**src/hw/rtl/u8v_pkg.sv**
```systemverilog
// Package with types and constants of the UTF-8 stream validator.
package u8v_pkg;

  localparam int unsigned CpW   = 21;
  localparam int unsigned LenW  = 3;
  localparam int unsigned WidW  = 2;
  localparam int unsigned PendW = 2;

  // Configuration register indexes.
  typedef enum logic [1:0] {
    CFG_A_LOW  = 2'd0,
    CFG_A_HIGH = 2'd1,
    CFG_B_LOW  = 2'd2,
    CFG_B_HIGH = 2'd3
  } cfg_idx_e;

  localparam logic [CpW-1:0] A_LOW_RST  = 21'h001100;
  localparam logic [CpW-1:0] A_HIGH_RST = 21'h00115F;
  localparam logic [CpW-1:0] B_LOW_RST  = 21'h01F300;
  localparam logic [CpW-1:0] B_HIGH_RST = 21'h01F64F;

  // Display widths.
  localparam logic [WidW-1:0] WID_NONE   = 2'd0;
  localparam logic [WidW-1:0] WID_NARROW = 2'd1;
  localparam logic [WidW-1:0] WID_WIDE   = 2'd2;

  // Sequence lengths.
  localparam logic [LenW-1:0] LEN_NONE = 3'd0;
  localparam logic [LenW-1:0] LEN_ONE  = 3'd1;
  localparam logic [LenW-1:0] LEN_TWO  = 3'd2;
  localparam logic [LenW-1:0] LEN_THREE = 3'd3;
  localparam logic [LenW-1:0] LEN_FOUR = 3'd4;

  typedef struct packed {
    logic [CpW-1:0] a_low;
    logic [CpW-1:0] a_high;
    logic [CpW-1:0] b_low;
    logic [CpW-1:0] b_high;
  } wide_cfg_t;

  typedef struct packed {
    logic            done;
    logic [CpW-1:0]  cp;
    logic [LenW-1:0] len;
    logic            err;
    logic            last;
    logic            valid;
  } dec_res_t;

endpackage

```
**src/hw/rtl/u8v_cfg_regs.sv**
```systemverilog
// Configuration registers holding the two double-width code point ranges.
module u8v_cfg_regs (
  input  logic                      clk_i,
  input  logic                      rst_ni,
  input  logic                      cfg_we_i,
  input  logic [1:0]                cfg_index_i,
  input  logic [u8v_pkg::CpW-1:0]   cfg_wdata_i,
  output u8v_pkg::wide_cfg_t        cfg_o
);
  import u8v_pkg::*;

  wide_cfg_t cfg_d, cfg_q;

  always_comb begin
    cfg_d = cfg_q;
    if (cfg_we_i) begin
      unique case (cfg_index_i)
        CFG_A_LOW:  cfg_d.a_low  = cfg_wdata_i;
        CFG_A_HIGH: cfg_d.a_high = cfg_wdata_i;
        CFG_B_LOW:  cfg_d.b_low  = cfg_wdata_i;
        CFG_B_HIGH: cfg_d.b_high = cfg_wdata_i;
        default:    cfg_d = cfg_q;
      endcase
    end
  end

  always_ff @(posedge clk_i or negedge rst_ni) begin
    if (!rst_ni) begin
      cfg_q.a_low  <= A_LOW_RST;
      cfg_q.a_high <= A_HIGH_RST;
      cfg_q.b_low  <= B_LOW_RST;
      cfg_q.b_high <= B_HIGH_RST;
    end else begin
      cfg_q <= cfg_d;
    end
  end

  assign cfg_o = cfg_q;

endmodule

```
**src/hw/rtl/u8v_decode.sv**
```systemverilog
// UTF-8 sequence decoder with per-string state and sticky error tracking.
module u8v_decode (
  input  logic                clk_i,
  input  logic                rst_ni,
  input  logic                step_i,
  input  logic [7:0]          byte_i,
  input  logic                last_i,
  output u8v_pkg::dec_res_t   res_o
);
  import u8v_pkg::*;

  logic [PendW-1:0] pend_d, pend_q;
  logic [CpW-1:0]   acc_d, acc_q;
  logic [LenW-1:0]  len_d, len_q;
  logic             err_d, err_q;
  dec_res_t         res;

  always_comb begin
    pend_d = pend_q;
    acc_d  = acc_q;
    len_d  = len_q;
    err_d  = err_q;
    res    = '0;

    if (!err_q) begin
      if (pend_q == '0) begin
        if (!byte_i[7]) begin
          res.done = 1'b1;
          res.cp   = {13'd0, byte_i};
          res.len  = LEN_ONE;
        end else if (byte_i[7:5] == 3'b110) begin
          acc_d  = {16'd0, byte_i[4:0]};
          len_d  = LEN_TWO;
          pend_d = 2'd1;
        end else if (byte_i[7:4] == 4'b1110) begin
          acc_d  = {17'd0, byte_i[3:0]};
          len_d  = LEN_THREE;
          pend_d = 2'd2;
        end else if (byte_i[7:3] == 5'b11110) begin
          acc_d  = {18'd0, byte_i[2:0]};
          len_d  = LEN_FOUR;
          pend_d = 2'd3;
        end else begin
          err_d = 1'b1;
        end
      end else if (byte_i[7:6] != 2'b10) begin
        // A broken continuation drops the sequence in progress.
        err_d  = 1'b1;
        pend_d = '0;
        acc_d  = '0;
        len_d  = LEN_NONE;
      end else begin
        acc_d  = {acc_q[CpW-7:0], byte_i[5:0]};
        pend_d = pend_q - 2'd1;
        if (pend_d == '0) begin
          res.done = 1'b1;
          res.cp   = acc_d;
          res.len  = len_q;
          acc_d    = '0;
          len_d    = LEN_NONE;
        end
      end
    end

    res.err  = err_d;
    res.last = last_i;
    if (last_i) begin
      // A sequence cut short by the end of the string is an error.
      if (pend_d != '0) begin
        res.err = 1'b1;
      end
      res.valid = !res.err;
      pend_d = '0;
      acc_d  = '0;
      len_d  = LEN_NONE;
      err_d  = 1'b0;
    end
  end

  always_ff @(posedge clk_i or negedge rst_ni) begin
    if (!rst_ni) begin
      pend_q <= '0;
      acc_q  <= '0;
      len_q  <= LEN_NONE;
      err_q  <= 1'b0;
    end else if (step_i) begin
      pend_q <= pend_d;
      acc_q  <= acc_d;
      len_q  <= len_d;
      err_q  <= err_d;
    end
  end

  assign res_o = res;

endmodule

```
**src/hw/rtl/u8v_width.sv**
```systemverilog
// Display width classifier comparing a code point against two wide ranges.
module u8v_width (
  input  logic                      done_i,
  input  logic [u8v_pkg::CpW-1:0]   cp_i,
  input  u8v_pkg::wide_cfg_t        cfg_i,
  output logic [u8v_pkg::WidW-1:0]  width_o
);
  import u8v_pkg::*;

  logic in_a, in_b;

  // An empty range (low above high) never matches.
  assign in_a = (cp_i >= cfg_i.a_low) && (cp_i <= cfg_i.a_high);
  assign in_b = (cp_i >= cfg_i.b_low) && (cp_i <= cfg_i.b_high);

  always_comb begin
    if (!done_i) begin
      width_o = WID_NONE;
    end else if (in_a || in_b) begin
      width_o = WID_WIDE;
    end else begin
      width_o = WID_NARROW;
    end
  end

endmodule

```
**src/hw/rtl/utf8_stream_validate_width_core.sv**
```systemverilog
// Top level of the UTF-8 stream validator and display width classifier.
// Throughput: one byte per cycle while output is not stalled, with decode and width
// compare between two registers, the input register and the output register.
// The output register lets the next byte enter while a result waits to be taken.
// Reset (asynchronous, active low) clears the pipeline and the per-string decoder
// state and loads the wide ranges with their default values.
module utf8_stream_validate_width_core (
  input  logic                      clk_i,
  input  logic                      rst_ni,
  // Configuration write port.
  input  logic                      cfg_we_i,
  input  logic [1:0]                cfg_index_i,
  input  logic [u8v_pkg::CpW-1:0]   cfg_wdata_i,
  // Byte input channel.
  input  logic                      in_valid_i,
  output logic                      in_ready_o,
  input  logic [7:0]                data_byte_i,
  input  logic                      end_of_string_i,
  // Result output channel.
  output logic                      out_valid_o,
  input  logic                      out_ready_i,
  output logic                      char_done_o,
  output logic [u8v_pkg::CpW-1:0]   code_point_o,
  output logic [u8v_pkg::LenW-1:0]  char_bytes_o,
  output logic [u8v_pkg::WidW-1:0]  display_width_o,
  output logic                      error_seen_o,
  output logic                      string_done_o,
  output logic                      string_valid_o
);
  import u8v_pkg::*;

  // Input register stage.
  logic       in_vld_d, in_vld_q;
  logic [7:0] in_byte_q;
  logic       in_last_q;

  // Output register stage.
  logic             out_vld_d, out_vld_q;
  logic             out_done_q;
  logic [CpW-1:0]   out_cp_q;
  logic [LenW-1:0]  out_len_q;
  logic [WidW-1:0]  out_wid_q;
  logic             out_err_q;
  logic             out_last_q;
  logic             out_valid_str_q;

  logic             out_space;
  logic             advance;
  logic             in_xfer;
  wide_cfg_t        wide_cfg;
  dec_res_t         dec_res;
  logic [WidW-1:0]  dec_wid;

  // The output register can take a result when it is empty or being drained.
  assign out_space  = !out_vld_q || out_ready_i;
  // The held byte moves into the decoder and its result into the output register.
  assign advance    = in_vld_q && out_space;
  // The input register accepts a new byte when empty or emptying this cycle.
  assign in_ready_o = !in_vld_q || out_space;
  assign in_xfer    = in_valid_i && in_ready_o;

  u8v_cfg_regs u_cfg (
    .clk_i       (clk_i),
    .rst_ni      (rst_ni),
    .cfg_we_i    (cfg_we_i),
    .cfg_index_i (cfg_index_i),
    .cfg_wdata_i (cfg_wdata_i),
    .cfg_o       (wide_cfg)
  );

  // Decoder state steps only when a byte actually moves to the output side.
  u8v_decode u_decode (
    .clk_i  (clk_i),
    .rst_ni (rst_ni),
    .step_i (advance),
    .byte_i (in_byte_q),
    .last_i (in_last_q),
    .res_o  (dec_res)
  );

  u8v_width u_width (
    .done_i  (dec_res.done),
    .cp_i    (dec_res.cp),
    .cfg_i   (wide_cfg),
    .width_o (dec_wid)
  );

  always_comb begin
    in_vld_d = in_vld_q;
    if (in_xfer) begin
      in_vld_d = 1'b1;
    end else if (advance) begin
      in_vld_d = 1'b0;
    end
  end

  always_comb begin
    out_vld_d = out_vld_q;
    if (advance) begin
      out_vld_d = 1'b1;
    end else if (out_ready_i) begin
      out_vld_d = 1'b0;
    end
  end

  always_ff @(posedge clk_i or negedge rst_ni) begin
    if (!rst_ni) begin
      in_vld_q  <= 1'b0;
      out_vld_q <= 1'b0;
    end else begin
      in_vld_q  <= in_vld_d;
      out_vld_q <= out_vld_d;
    end
  end

  // Payload registers carry no reset; their valid flags qualify them.
  always_ff @(posedge clk_i) begin
    if (in_xfer) begin
      in_byte_q <= data_byte_i;
      in_last_q <= end_of_string_i;
    end
  end

  always_ff @(posedge clk_i) begin
    if (advance) begin
      out_done_q      <= dec_res.done;
      out_cp_q        <= dec_res.cp;
      out_len_q       <= dec_res.len;
      out_wid_q       <= dec_wid;
      out_err_q       <= dec_res.err;
      out_last_q      <= dec_res.last;
      out_valid_str_q <= dec_res.valid;
    end
  end

  assign out_valid_o     = out_vld_q;
  assign char_done_o     = out_done_q;
  assign code_point_o    = out_cp_q;
  assign char_bytes_o    = out_len_q;
  assign display_width_o = out_wid_q;
  assign error_seen_o    = out_err_q;
  assign string_done_o   = out_last_q;
  assign string_valid_o  = out_valid_str_q;

endmodule

```
**config.mk**
```make
export PLATFORM = sky130hd
export DESIGN_NAME = utf8_stream_validate_width_core
export DESIGN_NICKNAME = d
export VERILOG_FILES = /design/src/hw/rtl/u8v_pkg.sv /design/src/hw/rtl/u8v_cfg_regs.sv /design/src/hw/rtl/u8v_decode.sv /design/src/hw/rtl/u8v_width.sv /design/src/hw/rtl/utf8_stream_validate_width_core.sv
export SDC_FILE = /design/constraint.sdc
export NUM_CORES = 1
export LEC_CHECK = 0
export BUFFER_PORTS_ARGS = -buffer_cell sky130_fd_sc_hd__buf_2
export CAP_MARGIN = 40
export CELL_PAD_IN_SITES_DETAIL_PLACEMENT = 0
export CELL_PAD_IN_SITES_GLOBAL_PLACEMENT = 1
export CORE_ASPECT_RATIO = 1.2
export CORE_MARGIN = 4
export CORE_UTILIZATION = 52
export DETAILED_ROUTE_END_ITERATION = 6
export HOLD_SLACK_MARGIN = 0.05
export PLACE_DENSITY_LB_ADDON = 0.1
export SLEW_MARGIN = 20
export SYNTH_ARGS = -nofsm -noshare
export SYNTH_HDL_FRONTEND = slang
export SYNTH_SLANG_ARGS = --single-unit
```
**constraint.sdc**
```tcl
create_clock -name clk_i -period 6.03 [get_ports clk_i]
set_clock_uncertainty 0.05 [all_clocks]
set_input_delay 1.206 -clock clk_i [delete_from_list [all_inputs] [get_ports clk_i]]
set_output_delay 1.206 -clock clk_i [all_outputs]
set_load 0.01 [all_outputs]
```
==> summary.md <==
| Metric | Value |
|---|---|
| Utilization after layout | 62.0% |
| Max Root-Sink Buffers | 2 |
| Gr ovfl total | 0 |
| CTS tree | built |
| Worst setup path startpoint | u_decode.pend_q[0]$_DFFE_PN0P_ |
| Status | finished clean |
| Worst Hold Path Cells | 2 |
| Post-Syn Area | around 7700 µm² |
| Worst-skew pair later-pin latency | 420 ps |
| Async S/R FF share, synth | 73.3% |
| Avg WL per Cell | 18.4 µm |
| Crit Path Max Fanout | 12 |
| XOR/XNOR Fraction of Synth Area | 0% |
| CTS H-tree depth | 4 |
| Worst Hold Class | reg -> reg |
| Largest family of logic cells by synthesized area | adder cells |
| VDD IR max | 0.190 mV |
| First-pass GRT wire length | 29900 µm |
| Reg-to-reg critical path startpoint | u_decode.pend_q[0]$_DFFE_PN0P_ |
| Main synth FF type | dfrtp_1 |
| Row Count | 48 |
| Die Width | 119 µm |
| Root Buffer | clkbuf_16 |
| Slew Viols, Final | 0 |
| Final wirelength | 18200 µm |
| Total power | 3.00 mW |
| Largest net degree at the start of global routing | 56 |
| Critical-path cell list | inv_1, ha_1, nor2b_1, nor2_1, nor2_1, nand2_1, ha_1, nand2b_1, a211oi_1, o21ai_0, a221oi_1, o21ai_0, a2bb2oi_1, nor3_1 |
| Normalized max-slew margin | 51.3% |
| # placed instances | 957 |
| Worst-path clk slew | 60 ps |
| Sequential area share after synthesis | between 50% and 60% |
| Count of different cell masters after synthesis | 52 |
| FF-to-FF End | display_width_o[1]$_SDFFCE_PN0P_ |
| Final setup violation count | 0 |
| Clock Sinks | 146 |
| Worst path arrival time | approximately 4300 ps |
| Syn avg cell area | 11.0 µm² |
| # diodes | 0 |
| Crit path required time | 6130 ps |
| Post-synth EDFFs | 39 |
| Critical path's slowest cell | a221oi_1 |
| # Post-CTS Setup Buffers | 0 |
| Mux contribution to synthesized area | 9.34% |
| Critical path class | reg -> reg |
| Total CTS buffers | 17 |
| Worst Setup EP | display_width_o[1]$_SDFFCE_PN0P_ |
| Core ar. | 14500 µm² |
| Setup_tns | 0 ps |
| Syn nets | approximately 800 |
| Port-buffer cells | just under 70 |
| Post-layout min period | ~4200 ps |
| Synth Area in Compound Gates | 9.47% |
| Max_cap viols | 0 |
| Die Area | 16900 µm² |
| Initial antenna violation count | 0 |
| Final Hold Vio Count | 0 |
| FF-to-FF setup slack | 1790 ps |
| Unrepaired setup endpoints after global routing | no |
| Post-synthesis simple-gate area fraction | between 10% and 20% |
| Post-route ant nets | 0 |
| Die Y | 141 µm |
| Routed vias | between 5000 and 6000 |
| Final Wtd Congestion | 0.903 |
| Power Density | 334 nW/µm² |
| # nets final | 899 |
| Critical path endpoint category | register |
| Share of cells above drive strength 1 | 26.4% |
| I/O Pins | 69 |
| Final period util | between 70% and 80% |
| Post-CTS resize count | 0 |
| Drt initial violations | a little under 300 |
| Slew @ Worst Pin | 731 ps |
| FF+latch count, synth | 146 |
| Mapped Cells | 700 |
| Layout Cells excl Fill | 989 |
| Fmax | 236 MHz |
| DPL Wire Length | 13100 µm |
| Post-Synth Adder-Cell Area | 13.9% |
| CTS Hold Bufs | 0 |
| Starting density of the core | 53.3% |
| DRC Markers | 0 |
| Leak Pwr | 4.27 nW |
| Pre-antenna DRT Iters | 5 |
| Vias in the first global route | between 5000 and 6000 |
| Via density | 5.35 |
| Slowest stage delay, CP | 480 ps |
| Total GRT Usage | 23.0% |
| Startpoint types | register |
| Synth warn | 0 |
| R2R depth | 14 |
| Area Overhead vs Synth | 16.4% |
-- critical path, delay by kind of cell (launching register included) --
family                   cells  cell delay (ps)
AO/OA/AOI/OAI                5             1430
adder cells (fa/ha/maj)      2              720
buffers and inverters        1              120
flip-flops                   1              390
AND/OR/NAND/NOR              6             1250
-- final cells by class --
class                   count  area [µm²]
fillers                  1195        5490
flip-flops and latches    146        3880
multi-input cells         450        3440
clock buffers              19         433
repair buffers             76         420
inverters                  85         319
well taps                 200         250
clock inverters            13         233
-- cells in the mapped netlist, drive strengths merged, types with 2 or more instances --
cell    number  area share (%)
nand2       67             3.3
o41ai        3            0.34
a21o        10            0.97
o21a         4            0.39
nor2b        5            0.41
mux2        64             9.3
dfrtp       78              25
nand3       14            0.91
a221oi       2            0.23
a211oi       4            0.39
a21boi       2            0.19
o21ai       58             3.9
nor3         5            0.47
buf          8            0.49
nand4       13             1.1
nor2        24             1.2
and2        24             1.9
dfstp       29             9.9
and3         2            0.23
ha          86              14
nand3b       3            0.29
a21oi       31             2.0
or4          2            0.19
clkbuf      11            0.55
nand2b       8            0.65
nor3b        3            0.44
edfxtp      39              15
or2          2            0.19
and4         2            0.23
inv         85             4.1
-- metal layers --
layer	GRT usage (%)	part of all wire, %
met5	0	0
met4	8.54	2.4
met3	3.99	3.4
met2	38.6	49
met1	30.0	45
-- metrics by stage --
step	hold slack, ps	setup WS (ps)	cell area, µm²
floorplan	374	2740	7720
global placement	414	1760	8280
detailed placement	421	1740	8310
CTS	435	1720	8980
global route	456	1370	8980
finish	429	1790	8980
-- cell families after synthesis --
family / count (synthesis)
AO/OA/AOI/OAI: 124
AND/OR/NAND/NOR: 176
adder cells (fa/ha/maj): 86
flip-flops: 146
multiplexers: 64
buffers and inverters: 104
-- flip-flops by register name, summed over array words and instances (netlist names) --
name             flops
u_decode.len_q       3
string_valid_o       1
display_width_o      2
error_seen_o         1
char_bytes_o         3
char_done_o          1
u_decode.acc_q      15
u_decode.pend_q      2
out_valid_o          1
code_point_o        21
u_decode.err_q       1
u_cfg.cfg_o         84
string_done_o        1
in_last_q            1
in_byte_q            8
in_vld_q             1
-- worst min-delay path by stage --
stage                                         from                        endpoint  slack, ps
floorplan                      in_last_q$_DFFE_PP_         string_done_o$_DFFE_PP_        370
global route         u_decode.acc_q[9]$_DFFE_PN0P_   u_decode.acc_q[9]$_DFFE_PN0P_        460
finish               u_decode.acc_q[9]$_DFFE_PN0P_   u_decode.acc_q[9]$_DFFE_PN0P_        430
detailed placement   u_decode.acc_q[9]$_DFFE_PN0P_   u_decode.acc_q[9]$_DFFE_PN0P_        420
global placement    u_decode.acc_q[10]$_DFFE_PN0P_  u_decode.acc_q[10]$_DFFE_PN0P_        410
CTS                  u_decode.acc_q[9]$_DFFE_PN0P_   u_decode.acc_q[9]$_DFFE_PN0P_        440
-- power breakdown --
group	internal, mW	switching, mW
Sequential	1.20	0.0824
Clock	0.777	0.411
Combinational	0.230	0.307
Total	2.20	0.801
-- placed cells by master (no fill, tap or decap), types with 5 or more instances in the layout --
cell type | synthesis | layout
ha_1 | 86 | 86
inv_1 | 85 | 85
dfrtp_1 | 78 | 78
buf_2 | 3 | 68
nand2_1 | 67 | 67
mux2_2 | 64 | 64
o21ai_0 | 49 | 49
edfxtp_1 | 39 | 39
a21oi_1 | 31 | 31
dfstp_2 | 29 | 29
and2_1 | 24 | 23
nor2_1 | 23 | 23
clkbuf_16 | 0 | 17
nand3_1 | 14 | 14
nand4_1 | 13 | 13
a21o_1 | 10 | 10
nand2b_1 | 8 | 8
o21ai_1 | 7 | 7
buf_4 | 1 | 7
bufinv_16 | 0 | 6
nor2b_1 | 5 | 5
Power figures use the tool's default switching activity.
